`src/rtl/assert_macros.svh`:
```
// Assertion macros for the binner RTL.
`ifndef ASSERT_MACROS_SVH
`define ASSERT_MACROS_SVH

`ifndef NO_ASSERTIONS
// Same-cycle implication, checked on i_clk outside reset.
`define TTB_ASSERT(lbl, ante, cons, msg) \
    lbl: assert property (@(posedge i_clk) disable iff (!i_rst_n) (ante) |-> (cons)) \
        else $error(msg);
// Next-cycle implication, checked on i_clk outside reset.
`define TTB_ASSERT_NEXT(lbl, ante, cons, msg) \
    lbl: assert property (@(posedge i_clk) disable iff (!i_rst_n) (ante) |=> (cons)) \
        else $error(msg);
`else
`define TTB_ASSERT(lbl, ante, cons, msg)
`define TTB_ASSERT_NEXT(lbl, ante, cons, msg)
`endif

`endif

```
`src/rtl/ttb_pkg.sv`:
```
// Shared constants, register codes and types of the triangle tile binner.
package ttb_pkg;

    // Grid limits (defaults of the top-level parameters)
    localparam int MAX_TILES_U_DEF = 8;
    localparam int MAX_TILES_V_DEF = 8;

    // Field widths
    localparam int TILE_W  = 6;
    localparam int TRI_W   = 16;
    localparam int CNT_W   = 16;
    localparam int PEND_W  = 17;
    localparam int VERT_W  = 16;
    localparam int COORD_W = 8;
    localparam int ENTRY_W = PEND_W + CNT_W;

    // Configuration port
    localparam int PADDR_W = 4;
    localparam int PDATA_W = 32;

    // Register indexes (word address)
    localparam logic [1:0] REG_TILE_U = 2'd0;
    localparam logic [1:0] REG_TILE_V = 2'd1;
    localparam logic [1:0] REG_THRESH = 2'd2;

    // Register reset values
    localparam logic [3:0]       TILE_U_RST = 4'd8;
    localparam logic [3:0]       TILE_V_RST = 4'd8;
    localparam logic [CNT_W-1:0] THRESH_RST = 16'd1024;

    // Item kinds (input and result share the coding)
    localparam logic KIND_TRI = 1'b0;
    localparam logic KIND_END = 1'b1;

    // Effective configuration, counts already clamped to the grid
    typedef struct packed {
        logic [3:0]       cnt_u;
        logic [3:0]       cnt_v;
        logic [CNT_W-1:0] thresh;
    } t_cfg;

    // Clamped tile box of one triangle
    typedef struct packed {
        logic signed [COORD_W-1:0] su;
        logic signed [COORD_W-1:0] eu;
        logic signed [COORD_W-1:0] sv;
        logic signed [COORD_W-1:0] ev;
        logic                      empty;
    } t_box;

endpackage

```
`src/rtl/ttb_ram.sv`:
```
// Generic single-write, single-read synchronous RAM with registered read.
module ttb_ram #(
    parameter int WIDTH = 33,
    parameter int DEPTH = 64,
    localparam int AW = (DEPTH > 1) ? $clog2(DEPTH) : 1
) (
    input  logic             i_clk,
    input  logic             i_wr_en,
    input  logic [AW-1:0]    i_wr_addr,
    input  logic [WIDTH-1:0] i_wr_data,
    input  logic             i_rd_en,
    input  logic [AW-1:0]    i_rd_addr,
    output logic [WIDTH-1:0] o_rd_data
);

    logic [WIDTH-1:0] r_mem [DEPTH];
    logic [WIDTH-1:0] r_rd_data;

    always_ff @(posedge i_clk) begin
        if (i_wr_en) begin
            r_mem[i_wr_addr] <= i_wr_data;
        end
    end

    always_ff @(posedge i_clk) begin
        if (i_rd_en) begin
            r_rd_data <= r_mem[i_rd_addr];
        end
    end

    assign o_rd_data = r_rd_data;

endmodule

```
`src/rtl/ttb_cfg.sv`:
```
// Configuration registers behind the APB-style port, with tile count clamping.
module ttb_cfg #(
    parameter int MAX_TILES_U = ttb_pkg::MAX_TILES_U_DEF,
    parameter int MAX_TILES_V = ttb_pkg::MAX_TILES_V_DEF
) (
    input  logic                         i_clk,
    input  logic                         i_rst_n,
    input  logic                         psel,
    input  logic                         penable,
    input  logic                         pwrite,
    input  logic [ttb_pkg::PADDR_W-1:0]  paddr,
    input  logic [ttb_pkg::PDATA_W-1:0]  pwdata,
    output logic [ttb_pkg::PDATA_W-1:0]  prdata,
    output logic                         pready,
    output ttb_pkg::t_cfg                o_cfg
);
    import ttb_pkg::*;

    logic [3:0]       r_tile_u;
    logic [3:0]       r_tile_v;
    logic [CNT_W-1:0] r_thresh;
    logic             wr_hit;
    logic [1:0]       reg_idx;

    assign pready  = 1'b1;
    assign reg_idx = paddr[3:2];
    assign wr_hit  = psel && penable && pwrite && pready;

    // Register writes
    always_ff @(posedge i_clk) begin
        if (!i_rst_n) begin
            r_tile_u <= TILE_U_RST;
            r_tile_v <= TILE_V_RST;
            r_thresh <= THRESH_RST;
        end else if (wr_hit) begin
            case (reg_idx)
                REG_TILE_U: r_tile_u <= pwdata[3:0];
                REG_TILE_V: r_tile_v <= pwdata[3:0];
                REG_THRESH: r_thresh <= pwdata[CNT_W-1:0];
                default: ;
            endcase
        end
    end

    // Read back raw register values
    always_comb begin
        case (reg_idx)
            REG_TILE_U: prdata = PDATA_W'(r_tile_u);
            REG_TILE_V: prdata = PDATA_W'(r_tile_v);
            REG_THRESH: prdata = PDATA_W'(r_thresh);
            default:    prdata = '0;
        endcase
    end

    // Zero counts act as one, oversize counts as the grid size
    always_comb begin
        if (r_tile_u == 4'd0) begin
            o_cfg.cnt_u = 4'd1;
        end else if (r_tile_u > 4'(MAX_TILES_U)) begin
            o_cfg.cnt_u = 4'(MAX_TILES_U);
        end else begin
            o_cfg.cnt_u = r_tile_u;
        end
        if (r_tile_v == 4'd0) begin
            o_cfg.cnt_v = 4'd1;
        end else if (r_tile_v > 4'(MAX_TILES_V)) begin
            o_cfg.cnt_v = 4'(MAX_TILES_V);
        end else begin
            o_cfg.cnt_v = r_tile_v;
        end
        o_cfg.thresh = r_thresh;
    end

endmodule

```
`src/rtl/ttb_box.sv`:
```
// Bounding box setup: vertex min/max, scaling to tile units and clamping.
module ttb_box (
    input  logic                               i_clk,
    input  logic                               i_load,
    input  logic signed [ttb_pkg::VERT_W-1:0]  i_vert0_x,
    input  logic signed [ttb_pkg::VERT_W-1:0]  i_vert0_y,
    input  logic signed [ttb_pkg::VERT_W-1:0]  i_vert1_x,
    input  logic signed [ttb_pkg::VERT_W-1:0]  i_vert1_y,
    input  logic signed [ttb_pkg::VERT_W-1:0]  i_vert2_x,
    input  logic signed [ttb_pkg::VERT_W-1:0]  i_vert2_y,
    input  ttb_pkg::t_cfg                      i_cfg,
    output ttb_pkg::t_box                      o_box
);
    import ttb_pkg::*;

    function automatic logic signed [VERT_W-1:0] min3(
        input logic signed [VERT_W-1:0] a,
        input logic signed [VERT_W-1:0] b,
        input logic signed [VERT_W-1:0] c
    );
        logic signed [VERT_W-1:0] m;
        m = (a < b) ? a : b;
        return (m < c) ? m : c;
    endfunction

    function automatic logic signed [VERT_W-1:0] max3(
        input logic signed [VERT_W-1:0] a,
        input logic signed [VERT_W-1:0] b,
        input logic signed [VERT_W-1:0] c
    );
        logic signed [VERT_W-1:0] m;
        m = (a > b) ? a : b;
        return (m > c) ? m : c;
    endfunction

    // Coordinate times tile count, divided by 4096 toward zero
    function automatic logic signed [COORD_W-1:0] scale(
        input logic signed [VERT_W-1:0] x,
        input logic [3:0]               cnt
    );
        logic signed [VERT_W+4:0] prod;
        logic signed [VERT_W+4:0] adj;
        prod = x * $signed({1'b0, cnt});
        adj  = prod[VERT_W+4] ? (prod + (VERT_W+5)'(4095)) : prod;
        return $signed(adj[19:12]);
    endfunction

    logic signed [VERT_W-1:0]  r_min_x, r_max_x, r_min_y, r_max_y;
    logic signed [COORD_W-1:0] qsu, qeu, qsv, qev;
    logic signed [COORD_W-1:0] lim_u, lim_v;
    t_box                      n_box;
    t_box                      r_box;

    // Stage 1: extents of the triangle
    always_ff @(posedge i_clk) begin
        if (i_load) begin
            r_min_x <= min3(i_vert0_x, i_vert1_x, i_vert2_x);
            r_max_x <= max3(i_vert0_x, i_vert1_x, i_vert2_x);
            r_min_y <= min3(i_vert0_y, i_vert1_y, i_vert2_y);
            r_max_y <= max3(i_vert0_y, i_vert1_y, i_vert2_y);
        end
    end

    // Stage 2: tile coordinates, clamped to the grid
    always_comb begin
        qsu   = scale(r_min_x, i_cfg.cnt_u);
        qeu   = scale(r_max_x, i_cfg.cnt_u);
        qsv   = scale(r_min_y, i_cfg.cnt_v);
        qev   = scale(r_max_y, i_cfg.cnt_v);
        lim_u = $signed({4'd0, i_cfg.cnt_u}) - 8'sd1;
        lim_v = $signed({4'd0, i_cfg.cnt_v}) - 8'sd1;
        n_box.su    = (qsu < 8'sd0) ? 8'sd0 : qsu;
        n_box.sv    = (qsv < 8'sd0) ? 8'sd0 : qsv;
        n_box.eu    = (qeu > lim_u) ? lim_u : qeu;
        n_box.ev    = (qev > lim_v) ? lim_v : qev;
        n_box.empty = (n_box.su > n_box.eu) || (n_box.sv > n_box.ev);
    end

    always_ff @(posedge i_clk) begin
        r_box <= n_box;
    end

    assign o_box = r_box;

endmodule

```
`src/rtl/triangle_tile_binner.sv`:
```
// Triangle tile binner top level: sequencer around the per-tile count memory.
//
// Input channel (i_valid / o_stall): one request is either a triangle
// (i_kind 0, three Q4.12 vertices) or an end of batch (i_kind 1). A request
// is taken only when the block is idle; o_stall stays high while one is at work.
// Output channel (o_valid / i_stall): one result per covered tile for a
// triangle, one per touched tile at end of batch; o_last marks the final one.
// Sequence: a triangle passes box setup (S_BOX1, S_BOX2), then for each covered
// tile a memory read (S_TRD) and a read-modify-write (S_TWR) that emits its bin
// entry; a box off the grid returns to idle from S_BOX2. An end of batch walks
// every tile number in S_WALK, skipping untouched tiles and reading touched ones,
// writes each touched tile back in S_EWR and closes the batch in S_EFIN. Each
// write-back uses the memory read ahead of it.
// Reset: configuration returns to 8x8 tiles and threshold 1024, the per-tile
// valid bits clear at once so all counts read as zero; no clearing pass.
// A stalled receiver holds the output register; the block then waits before
// writing the next tile, so no result is lost or reordered.
// Configuration must be written by the user over the APB-style port only while
// idle; the block itself does not enforce it.
`include "assert_macros.svh"

module triangle_tile_binner #(
    parameter int MAX_TILES_U = ttb_pkg::MAX_TILES_U_DEF,
    parameter int MAX_TILES_V = ttb_pkg::MAX_TILES_V_DEF
) (
    input  logic                               i_clk,
    input  logic                               i_rst_n,
    // request channel
    input  logic                               i_valid,
    output logic                               o_stall,
    input  logic                               i_kind,
    input  logic signed [ttb_pkg::VERT_W-1:0]  i_vert0_x,
    input  logic signed [ttb_pkg::VERT_W-1:0]  i_vert0_y,
    input  logic signed [ttb_pkg::VERT_W-1:0]  i_vert1_x,
    input  logic signed [ttb_pkg::VERT_W-1:0]  i_vert1_y,
    input  logic signed [ttb_pkg::VERT_W-1:0]  i_vert2_x,
    input  logic signed [ttb_pkg::VERT_W-1:0]  i_vert2_y,
    // result channel
    output logic                               o_valid,
    input  logic                               i_stall,
    output logic                               o_result_kind,
    output logic [ttb_pkg::TILE_W-1:0]         o_tile_index,
    output logic [ttb_pkg::TRI_W-1:0]          o_triangle_number,
    output logic [ttb_pkg::CNT_W-1:0]          o_tile_batch_count,
    output logic                               o_flush,
    output logic                               o_last,
    // configuration port
    input  logic                               psel,
    input  logic                               penable,
    input  logic                               pwrite,
    input  logic [ttb_pkg::PADDR_W-1:0]        paddr,
    input  logic [ttb_pkg::PDATA_W-1:0]        pwdata,
    output logic [ttb_pkg::PDATA_W-1:0]        prdata,
    output logic                               pready
);
    import ttb_pkg::*;

    localparam int SLOTS = MAX_TILES_U * MAX_TILES_V;
    localparam int TW    = (SLOTS > 1) ? $clog2(SLOTS) : 1;
    localparam int UW    = (MAX_TILES_U > 1) ? $clog2(MAX_TILES_U) : 1;
    localparam int VW    = (MAX_TILES_V > 1) ? $clog2(MAX_TILES_V) : 1;

    // Sequencer states
    localparam logic [3:0] S_IDLE = 4'd0;
    localparam logic [3:0] S_BOX1 = 4'd1;
    localparam logic [3:0] S_BOX2 = 4'd2;
    localparam logic [3:0] S_TRD  = 4'd3;
    localparam logic [3:0] S_TWR  = 4'd4;
    localparam logic [3:0] S_WALK = 4'd5;
    localparam logic [3:0] S_EWR  = 4'd6;
    localparam logic [3:0] S_EFIN = 4'd7;

    t_cfg cfg;
    t_box box;

    // control state
    logic [3:0]       r_state, n_state;
    logic [TRI_W-1:0] r_tri_cnt, n_tri_cnt;
    logic [SLOTS-1:0] r_bat_vld, n_bat_vld;
    logic [SLOTS-1:0] r_pend_vld, n_pend_vld;
    logic             r_o_valid, n_o_valid;
    logic             r_hold_vld, n_hold_vld;

    // payload
    logic [TW-1:0]    r_addr, n_addr;
    logic [UW-1:0]    r_u, n_u, r_su, n_su, r_eu, n_eu;
    logic [VW-1:0]    r_v, n_v, r_ev, n_ev;
    logic             r_o_kind, n_o_kind;
    logic [TW-1:0]    r_o_tile, n_o_tile;
    logic [TRI_W-1:0] r_o_tri, n_o_tri;
    logic [CNT_W-1:0] r_o_cnt, n_o_cnt;
    logic             r_o_flush, n_o_flush;
    logic             r_o_last, n_o_last;
    logic [TW-1:0]    r_hold_tile, n_hold_tile;
    logic [CNT_W-1:0] r_hold_cnt, n_hold_cnt;
    logic             r_hold_flush, n_hold_flush;

    // memory port
    logic               ram_we, ram_re;
    logic [TW-1:0]      ram_raddr;
    logic [ENTRY_W-1:0] ram_wdata, ram_q;

    logic               in_accept;
    logic               out_free;
    logic [7:0]         tile_sum;
    logic [PEND_W-1:0]  pend_eff, pend_new;
    logic [PEND_W-1:0]  pend_sum;
    logic [CNT_W-1:0]   bat_eff, bat_inc;
    logic               over;
    logic               tri_last;
    logic               walk_end;

    ttb_cfg #(
        .MAX_TILES_U (MAX_TILES_U),
        .MAX_TILES_V (MAX_TILES_V)
    ) u_cfg (
        .i_clk   (i_clk),
        .i_rst_n (i_rst_n),
        .psel    (psel),
        .penable (penable),
        .pwrite  (pwrite),
        .paddr   (paddr),
        .pwdata  (pwdata),
        .prdata  (prdata),
        .pready  (pready),
        .o_cfg   (cfg)
    );

    ttb_box u_box (
        .i_clk     (i_clk),
        .i_load    (in_accept && (i_kind == KIND_TRI)),
        .i_vert0_x (i_vert0_x),
        .i_vert0_y (i_vert0_y),
        .i_vert1_x (i_vert1_x),
        .i_vert1_y (i_vert1_y),
        .i_vert2_x (i_vert2_x),
        .i_vert2_y (i_vert2_y),
        .i_cfg     (cfg),
        .o_box     (box)
    );

    // {pending count, batch count} per tile
    ttb_ram #(
        .WIDTH (ENTRY_W),
        .DEPTH (SLOTS)
    ) u_ram (
        .i_clk     (i_clk),
        .i_wr_en   (ram_we),
        .i_wr_addr (r_addr),
        .i_wr_data (ram_wdata),
        .i_rd_en   (ram_re),
        .i_rd_addr (ram_raddr),
        .o_rd_data (ram_q)
    );

    assign o_stall   = (r_state != S_IDLE);
    assign in_accept = i_valid && !o_stall;
    assign out_free  = !r_o_valid || !i_stall;

    // Read data of the current tile; an entry never written reads as zero
    always_comb begin
        pend_eff = r_pend_vld[r_addr] ? ram_q[ENTRY_W-1:CNT_W] : '0;
        bat_eff  = r_bat_vld[r_addr] ? ram_q[CNT_W-1:0] : '0;
        bat_inc  = (bat_eff == {CNT_W{1'b1}}) ? bat_eff : bat_eff + CNT_W'(1);
        pend_sum = pend_eff + PEND_W'(bat_eff);
        over     = pend_sum > PEND_W'(cfg.thresh);
        pend_new = over ? '0 : pend_sum;
    end

    assign tile_sum = 8'(r_u) + 8'(r_v) * 8'(cfg.cnt_u);
    assign tri_last = (r_u == r_eu) && (r_v == r_ev);
    assign walk_end = (r_addr == TW'(SLOTS - 1));

    // Sequencer
    always_comb begin
        n_state      = r_state;
        n_tri_cnt    = r_tri_cnt;
        n_bat_vld    = r_bat_vld;
        n_pend_vld   = r_pend_vld;
        n_o_valid    = r_o_valid && i_stall;
        n_hold_vld   = r_hold_vld;
        n_addr       = r_addr;
        n_u          = r_u;
        n_v          = r_v;
        n_su         = r_su;
        n_eu         = r_eu;
        n_ev         = r_ev;
        n_o_kind     = r_o_kind;
        n_o_tile     = r_o_tile;
        n_o_tri      = r_o_tri;
        n_o_cnt      = r_o_cnt;
        n_o_flush    = r_o_flush;
        n_o_last     = r_o_last;
        n_hold_tile  = r_hold_tile;
        n_hold_cnt   = r_hold_cnt;
        n_hold_flush = r_hold_flush;
        ram_we       = 1'b0;
        ram_re       = 1'b0;
        ram_raddr    = r_addr;
        ram_wdata    = '0;

        case (r_state)
            S_IDLE: begin
                if (in_accept) begin
                    if (i_kind == KIND_END) begin
                        n_addr  = '0;
                        n_state = S_WALK;
                    end else begin
                        n_state = S_BOX1;
                    end
                end
            end
            S_BOX1: begin
                n_state = S_BOX2;
            end
            S_BOX2: begin
                if (box.empty) begin
                    n_tri_cnt = r_tri_cnt + TRI_W'(1);
                    n_state   = S_IDLE;
                end else begin
                    n_u     = box.su[UW-1:0];
                    n_su    = box.su[UW-1:0];
                    n_eu    = box.eu[UW-1:0];
                    n_v     = box.sv[VW-1:0];
                    n_ev    = box.ev[VW-1:0];
                    n_state = S_TRD;
                end
            end
            // read the tile's counts
            S_TRD: begin
                ram_re    = 1'b1;
                ram_raddr = tile_sum[TW-1:0];
                n_addr    = tile_sum[TW-1:0];
                n_state   = S_TWR;
            end
            // bump the batch count and emit a bin entry
            S_TWR: begin
                if (out_free) begin
                    ram_we             = 1'b1;
                    ram_wdata          = {pend_eff, bat_inc};
                    n_bat_vld[r_addr]  = 1'b1;
                    n_pend_vld[r_addr] = 1'b1;
                    n_o_valid          = 1'b1;
                    n_o_kind           = KIND_TRI;
                    n_o_tile           = r_addr;
                    n_o_tri            = r_tri_cnt;
                    n_o_cnt            = '0;
                    n_o_flush          = 1'b0;
                    n_o_last           = tri_last;
                    if (tri_last) begin
                        n_tri_cnt = r_tri_cnt + TRI_W'(1);
                        n_state   = S_IDLE;
                    end else begin
                        if (r_u == r_eu) begin
                            n_u = r_su;
                            n_v = r_v + VW'(1);
                        end else begin
                            n_u = r_u + UW'(1);
                        end
                        n_state = S_TRD;
                    end
                end
            end
            // batch end: skip untouched tiles, read touched ones
            S_WALK: begin
                if (r_bat_vld[r_addr]) begin
                    ram_re  = 1'b1;
                    n_state = S_EWR;
                end else if (walk_end) begin
                    n_state = S_EFIN;
                end else begin
                    n_addr = r_addr + TW'(1);
                end
            end
            // fold batch count into pending; previous append leaves the hold stage
            S_EWR: begin
                if (!r_hold_vld || out_free) begin
                    ram_we             = 1'b1;
                    ram_wdata          = {pend_new, bat_eff};
                    n_pend_vld[r_addr] = 1'b1;
                    if (r_hold_vld) begin
                        n_o_valid = 1'b1;
                        n_o_kind  = KIND_END;
                        n_o_tile  = r_hold_tile;
                        n_o_tri   = '0;
                        n_o_cnt   = r_hold_cnt;
                        n_o_flush = r_hold_flush;
                        n_o_last  = 1'b0;
                    end
                    n_hold_vld   = 1'b1;
                    n_hold_tile  = r_addr;
                    n_hold_cnt   = bat_eff;
                    n_hold_flush = over;
                    if (walk_end) begin
                        n_state = S_EFIN;
                    end else begin
                        n_addr  = r_addr + TW'(1);
                        n_state = S_WALK;
                    end
                end
            end
            // last append goes out marked final; batch restarts
            S_EFIN: begin
                if (!r_hold_vld || out_free) begin
                    if (r_hold_vld) begin
                        n_o_valid = 1'b1;
                        n_o_kind  = KIND_END;
                        n_o_tile  = r_hold_tile;
                        n_o_tri   = '0;
                        n_o_cnt   = r_hold_cnt;
                        n_o_flush = r_hold_flush;
                        n_o_last  = 1'b1;
                    end
                    n_hold_vld = 1'b0;
                    n_bat_vld  = '0;
                    n_tri_cnt  = '0;
                    n_state    = S_IDLE;
                end
            end
            default: begin
                n_state = S_IDLE;
            end
        endcase
    end

    // Control registers
    always_ff @(posedge i_clk) begin
        if (!i_rst_n) begin
            r_state    <= S_IDLE;
            r_tri_cnt  <= '0;
            r_bat_vld  <= '0;
            r_pend_vld <= '0;
            r_o_valid  <= 1'b0;
            r_hold_vld <= 1'b0;
        end else begin
            r_state    <= n_state;
            r_tri_cnt  <= n_tri_cnt;
            r_bat_vld  <= n_bat_vld;
            r_pend_vld <= n_pend_vld;
            r_o_valid  <= n_o_valid;
            r_hold_vld <= n_hold_vld;
        end
    end

    // Payload registers
    always_ff @(posedge i_clk) begin
        r_addr       <= n_addr;
        r_u          <= n_u;
        r_v          <= n_v;
        r_su         <= n_su;
        r_eu         <= n_eu;
        r_ev         <= n_ev;
        r_o_kind     <= n_o_kind;
        r_o_tile     <= n_o_tile;
        r_o_tri      <= n_o_tri;
        r_o_cnt      <= n_o_cnt;
        r_o_flush    <= n_o_flush;
        r_o_last     <= n_o_last;
        r_hold_tile  <= n_hold_tile;
        r_hold_cnt   <= n_hold_cnt;
        r_hold_flush <= n_hold_flush;
    end

    assign o_valid            = r_o_valid;
    assign o_result_kind      = r_o_kind;
    assign o_tile_index       = TILE_W'(r_o_tile);
    assign o_triangle_number  = r_o_tri;
    assign o_tile_batch_count = r_o_cnt;
    assign o_flush            = r_o_flush;
    assign o_last             = r_o_last;

    // Checks
    `TTB_ASSERT(a_hold_in_walk, r_hold_vld, r_state >= S_WALK, "hold valid outside batch end")
    `TTB_ASSERT(a_ram_single_access, ram_we, !ram_re, "tile memory read and write together")
    `TTB_ASSERT_NEXT(a_tile_marked, ram_we, r_bat_vld[$past(r_addr)], "tile not marked")
    `TTB_ASSERT_NEXT(a_batch_cleared, r_state == S_EFIN && !n_hold_vld, ~|r_bat_vld, "batch kept")
    `TTB_ASSERT(a_bin_fields, r_o_valid && r_o_kind == KIND_TRI, ~|r_o_cnt && !r_o_flush, "bad bin")

endmodule

```
`config.mk`:
```
export PLATFORM = sky130hd
export DESIGN_NAME = triangle_tile_binner
export DESIGN_NICKNAME = d
export VERILOG_FILES = /design/src/rtl/ttb_pkg.sv /design/src/rtl/ttb_ram.sv /design/src/rtl/ttb_cfg.sv /design/src/rtl/ttb_box.sv /design/src/rtl/triangle_tile_binner.sv
export VERILOG_INCLUDE_DIRS = /design/src /design/src/rtl
export SDC_FILE = /design/constraint.sdc
export NUM_CORES = 2
export LEC_CHECK = 0
export ABC_AREA = 1
export BUFFER_PORTS_ARGS = -buffer_cell sky130_fd_sc_hd__buf_4
export CAP_MARGIN = 10
export CORE_ASPECT_RATIO = 0.7
export CORE_MARGIN = 4
export CORE_UTILIZATION = 57
export DETAILED_ROUTE_END_ITERATION = 10
export HOLD_SLACK_MARGIN = 0.08
export PLACE_DENSITY = 0.83
export SLEW_MARGIN = 20
export SYNTH_ARGS = -nofsm -noshare
export SYNTH_HDL_FRONTEND = slang
export SYNTH_SLANG_ARGS = --single-unit
```
`constraint.sdc`:
```
create_clock -name i_clk -period 7.8 [get_ports i_clk]
set_input_delay 0.78 -clock i_clk [delete_from_list [all_inputs] [get_ports i_clk]]
set_output_delay 0.78 -clock i_clk [all_outputs]
set_load 0.05 [all_outputs]
```
== Yosys cells after proc, flatten, opt, wreduce, memory -nomap -nowiden ==
Memory sizes are Yosys's and may differ from the RTL's. A register that Yosys moved wholly into a read port is not among the register bits.
Cells that the tools add are included.
Widths: inputs -> output; s select.
Storage, ports and cells
  bits in registers: 336
  bits in writable memories: 2112
  input port bits: 140
  output and inout bits: 76
  logic and storage cells: 257
  memories kept: 1
Cells by class
  add/subtract/negate cells: 13
  $mul: 5
  $lt $le $gt $ge: 19
  eq/ne operators: 29
  multiplexer cells: 110
  bitwise logic cells: 4
  reduce and logical (&&, ||, !) cells: 43
Memories
  u_ram.r_mem: depth 64, bits a word 33, rd ports 1, clocked after memory_dff 1, wr ports 1, line ttb_ram.sv:16  | logic [WIDTH-1:0] r_mem [DEPTH];
Operator list (number)
  $mux 16: 20
  $mux 64: 4
  $pmux 64 s2: 2
  $or 64x64->64: 2
  $pmux 16 s3: 2
  $mul 16x5->21: 4
  $add 20x13->20 const B: 4
  $mux 20: 4
  $mux 33: 2
  $pmux 33 s2: 1
  $gt 16x16->1: 4
  $lt 16x16->1: 4
  $pmux 16 s2: 2
  $mux 6: 9
  $mux 4: 10
  $mux 17: 2
  $add 16x1->16 const B: 2
  $gt 8x8->1: 4
  $mux 8: 4
  $pmux 4 s8: 1
  $mux 3: 9
  $ne 2x2->1 const B: 12
  $pmux 6 s4: 1
  $mux 1: 21
  other kinds (43): 93

== Longest topological paths before layout ==
  depth after elaboration: 10
  gate-level depth with buffers: 50
  gate-level depth less buffers: 49

== By module ==
Synthesis repeated with hierarchy kept, for this count alone.
Second synthesis, totals
  cell total of the unflattened synthesis: 11606
  area total of the unflattened synthesis: 118413.6 um^2
Modules (own cells, without submodules)
  ttb_ram: instances 1, cells an instance 6996, area an instance 86043.8 um^2, sequential area each 64411.8 um^2
  ttb_box: instances 1, cells an instance 2672, area an instance 18450.2 um^2, sequential area each 2542.4 um^2
  triangle_tile_binner: instances 1, cells an instance 1713, area an instance 12537.0 um^2, sequential area each 5535.3 um^2
  ttb_cfg: instances 1, cells an instance 225, area an instance 1382.6 um^2, sequential area each 480.5 um^2

== Least setup slack after synthesis ==
Ideal clock, no wire load.
  path kind: register -> register
  start point: register r_addr[0]
  end point: memory u_ram.r_mem[0][16], data pin
  library setup time: 702 ps
  data arrival time: 7298 ps
  data required time: 7098 ps
  setup slack: -200 ps
  cell stages (with the launch flop): 36
  path buffers: 4
  clock period less this slack: 8000 ps
  cell sequence: edfxtp_1 -> buf_4 -> clkinv_2 -> nand3_2 -> inv_2 -> buf_2 -> a22oi_1 -> nand3_1 -> nand2_1 -> nand2_1 -> nor2_1 -> nand2_2 -> buf_6 -> buf_4 -> inv_2 -> nor2_1 -> ha_1 -> inv_1 -> fa_1 -> inv_1 -> a31oi_1 -> o21bai_1 -> nand2_1 -> nand2_1 -> a21oi_1 -> o21ai_0 -> xor2_1 -> ha_1 -> nand4_1 -> or2_2 -> inv_1 -> o21ai_0 -> a21boi_0 -> o2bb2ai_1 -> nand3_1 -> o21ai_0
Between the ends
  longest elaborated chain between the ends: 8
  elaborated cells between the ends (all ways): 12
  those cells by class: 1 x add/sub; 1 x order compare; 10 x mux
Ends and longest elaborated chain
  start: declaration: line triangle_tile_binner.sv:85  | logic [TW-1:0] r_addr, n_addr;
  start signal: assignment: line triangle_tile_binner.sv:347  | r_addr <= n_addr;
  $bmux 1 s6 (*): line triangle_tile_binner.sv:163  | bat_eff = r_bat_vld[r_addr] ? ram_q[CNT_W-1:0] : '0;
  $mux 1 (implied by the code) (*): line triangle_tile_binner.sv:163
  $mux 16 (*): line triangle_tile_binner.sv:163
  net bat_eff[0]: line triangle_tile_binner.sv:108  | logic [CNT_W-1:0] bat_eff, bat_inc;
  $add 17x16->17 (*): line triangle_tile_binner.sv:165  | pend_sum = pend_eff + PEND_W'(bat_eff);
  $gt 17x16->1: line triangle_tile_binner.sv:166  | over = pend_sum > PEND_W'(cfg.thresh);
  $mux 17 (*): line triangle_tile_binner.sv:167  | pend_new = over ? '0 : pend_sum;
  $mux 33 (*): line triangle_tile_binner.sv:277  | if (!r_hold_vld || out_free) begin
  $pmux 33 s2 (*): line triangle_tile_binner.sv:202  | case (r_state)
  net ram_wdata[16]: line triangle_tile_binner.sv:101  | logic [ENTRY_W-1:0] ram_wdata, ram_q;
  end: declaration: line ttb_ram.sv:16
Mark *: on every way through the listed nets, which the timed path passes. The rest lies on a longest branch. The select of a mux whose other input is x is not followed.

== Final worst setup path ==
  start point: register r_addr[2]
  end point: memory u_ram.r_mem[52][22], data pin
Same word-level chain as after synthesis.

==> summary.md <==
| Metric | Value |
|---|---|
| Status | finished clean |
| RSZ-0062 raised after global routing | false |
| DR DRC count | 0 |
| Setup TNS Final | 0 ns |
| Post-route antenna net violation count | 0 |
| Port buffer count | 180 |
| Clock Skews | ~0.053 ns |
| Worst setup path category | flop to flop |
| Root buf cell | clkbuf_16 |
| Min-delay worst type | primary input to flop |
| Synth Instances | about 10000 |
| Router iterations before antenna repair | 6 |
| Final nets | around 11000 |
| Share of layout cells above drive strength 1 | under 10% |
| CTS tree | yes |
| Library cells used by synthesis | 57 |
| Cell area after layout | approximately 130000 um^2 |
| Final setup fails | 0 |
| Vias per cell | approximately 6.4 |
| Clk pin slew, worst setup/hold paths | about 0.07 ns |
| Worst slack, placed | around 0.48 ns |
| Slew @ Worst Pin | around 1.3 ns |
| Rows | around 140 |
| H-tree depth | 4 |
| Psw | about 16000 uW |
| Slew headroom | 16.00% |
| Leakage | between 0.04 and 0.05 uW |
| Flop pwr share | between 30% and 40% |
| Die area | about 210000 um^2 |
| Gr usage total | between 30% and 40% |
| Sink Count | 2480 |
| Post-Place Cell Area | 119000 um^2 |
| Placer Congestion | between 0.9 and 1 |
| CP max stage delay | approximately 0.54 ns |
| PD cells | roughly 320 nW/um^2 |
| Worst setup SP type | flop |
| Final slew viol count | 0 |
| CP arrival | just over 8 ns |
| Switching portion of total power | a little under 40% |
| Final hold violations | 0 |
| Die Y | 382.2 um |
| Synth async-reset ratio | 0% |
| Worst EP required | roughly 8.4 ns |
| Yosys Warn Count | 0 |
| P&R area growth vs syn | 10.47% |
| Die X | about 540 um |
| Antenna violations before repair | 6 |
| Routed wire per std cell | around 24 um |
| Clock Power Share | between 20% and 30% |
| Main synth FF type | edfxtp_1 |
| # IOs | 216 |
| Most frequent CP cell | nand2_1 |
| Core area | 199000 um^2 |
| Vias in the first global route | 80970 |
| First-pass GRT wire length | between 400000 and 500000 um |
| Comb pwr share | between 30% and 40% |
| Max Freq | 0.1337 GHz |
| CP Capture Type | flop |
| Vias after detailed routing | roughly 85000 |
| CP Max Fanout | 32 |
| Placed Cells | between 10000 and 15000 |
| Clk buf depth | 4 |
| PnR worst setup slack | ~0.32 ns |
| Tmin final | 7.482 ns |
| VDD IR max | 519.4 uV |
| Worst path slowest cell | edfxtp_1 |
| Period utilization | between 90% and 100% |
| Num CTS Buffers | approximately 220 |
| HPWL after detailed placement | between 150000 and 200000 um |
| Clock insertion delay at the later pin of the skew report | slightly below 0.9 ns |
| Final non-filler cell total | 13380 |
| Internal power | approximately 24000 uW |
| Avg Cell Area, Syn | 10.87 um^2 |
| Post-synthesis sequential area ratio | between 60% and 70% |
| WL final | 324100 um |
| Total grt overflow | 0 |
| Pin count of the biggest net entering global routing | 193 |
| Area of the mapped netlist | 114000 um^2 |
| Initial Util | between 50% and 60% |
| DRT iter0 DRCs | 14630 |
| Post-synth EDFFs | around 2300 |
| Max-cap violations | 0 |
| Yosys reg bits | roughly 2500 |
| Flop2flop setup slack | approximately 0.32 ns |
-- critical path, delay by kind of cell (launching register included) --
family / cells / cell delay [ns]
fa+ha+maj: 3 / 1.11
flops: 1 / 0.54
simple gates: 11 / 1.72
xor+xnor: 1 / 0.42
buf+inv: 9 / 1.73
compound gates: 10 / 1.64
-- layer usage --
metal  global-route usage, %  vias to the layer above  part of all wire, %
met1                   43.16                    40610                   37
met2                   44.93                     6595                   43
met5                       0                        -               0.0040
met4                   10.56                        2                  3.6
met3                   8.836                      893                   16
li1                        -                    37050                    -
-- per-stage QoR --
step	total power (uW)	hold slack (ns)	util [%]
after floorplan	24510	0.3855	-
after global placement	28550	0.3945	59.80
after detailed placement	29110	0.3945	59.82
after CTS	39580	0.1073	63.22
after global routing	41740	0.1344	63.29
final	40070	0.1553	63.30
-- synthesized netlist by cell type (all sizes together) (2+ instances only) --
cell	n	area, um^2
xnor2	38	332.8
a31o	3	26.28
clkinv	7	27.52
nand2	998	3761
a21boi	5	37.54
o21ai	1529	7656
a21o	15	112.6
and2	2	12.51
nand4	43	269.0
o21a	9	67.56
clkbuf	479	1798
o32ai	2	17.52
nand3	259	1326
nand3b	12	90.09
xor2	56	490.5
o22ai	534	3341
o31ai	5	37.54
ha	330	4129
a221oi	10	87.58
or2	6	37.54
a2111oi	2	17.52
fa	137	2743
conb	2	7.510
nor2	1867	7046
nor4	8	50.05
buf	107	584.3
a211oi	4	30.03
o2111ai	10	87.58
a21oi	305	1534
o21bai	14	105.1
o211ai	23	172.7
dfxtp	186	3724
a31oi	11	68.82
a22oi	10	75.07
edfxtp	2294	68890
nor3	37	185.2
o221ai	155	1358
inv	964	3618
nor3b	3	22.52
-- final cells by class --
cell class                      instances  area (um^2)
Antenna cell                            7        17.52
Clock buffer                          262         5725
Clock inverter                        134         1059
Fill cell                           14350        73040
Inverter                              971         3679
Multi-Input combinational cell       6469        35950
Sequential cell                      2480        72610
Tap cell                             2641         3304
Timing Repair Buffer                  415         3627
-- sequential cells by signal, summed over array words and instances, names as in the netlist, 33 cells and up --
register	flops
u_ram.r_mem	2112
r_bat_vld	64
r_pend_vld	64
u_ram.o_rd_data	33
-- cell usage in the layout, fill, tap and decap left out, drive strengths merged, types with 186 or more instances in the layout --
master,count
dfxtp,186
buf,415
nor2,1867
clkbuf,262
edfxtp,2294
a21oi,305
o22ai,534
inv,963
nand3,259
nand2,998
ha,330
o21ai,1529
-- logic make-up after synthesis --
kind of cell | count (synthesis) | share of synthesized area (%)
flip-flops | 2480 | 63.67
AO/OA/AOI/OAI | 2649 | 13.03
buffers and inverters | 1557 | 5.286
other | 2 | 0.006586
adder cells (fa/ha/maj) | 467 | 6.026
AND/OR/NAND/NOR | 3237 | 11.24
XOR/XNOR | 95 | 0.7417
-- final timing paths --
path / cells past startpoint / to / from
setup reg to reg: 34 / u_ram.r_mem[52][22] / r_addr[2]
setup / recovery: 34 / u_ram.r_mem[52][22] / r_addr[2]
hold reg to reg: 0 / r_eu[0] / u_box.o_box[17]
hold / removal: 3 / u_cfg.r_thresh[10] / pwdata[10]
-- power groups by stage --
stage | Clock (uW) | Combinational [uW] | Sequential (uW)
finish | 10500 | 14400 | 15100
global route | 11100 | 15400 | 15200
CTS | 10600 | 13900 | 15100
detailed placement | 0 | 13700 | 15400
global placement | 0 | 13200 | 15400
floorplan | 0 | 9000 | 15500
-- what timing repair did --
| item | 4_1_cts | 5_1_grt |
|---|---|---|
| hold buffers | 0 | 0 |
| gates resized for setup | 0 | 19 |
| setup endpoints to repair | 0 | 439 |
| buffers inserted | 0 | 5 |
No activity file was read; power rests on OpenSTA's default activity.
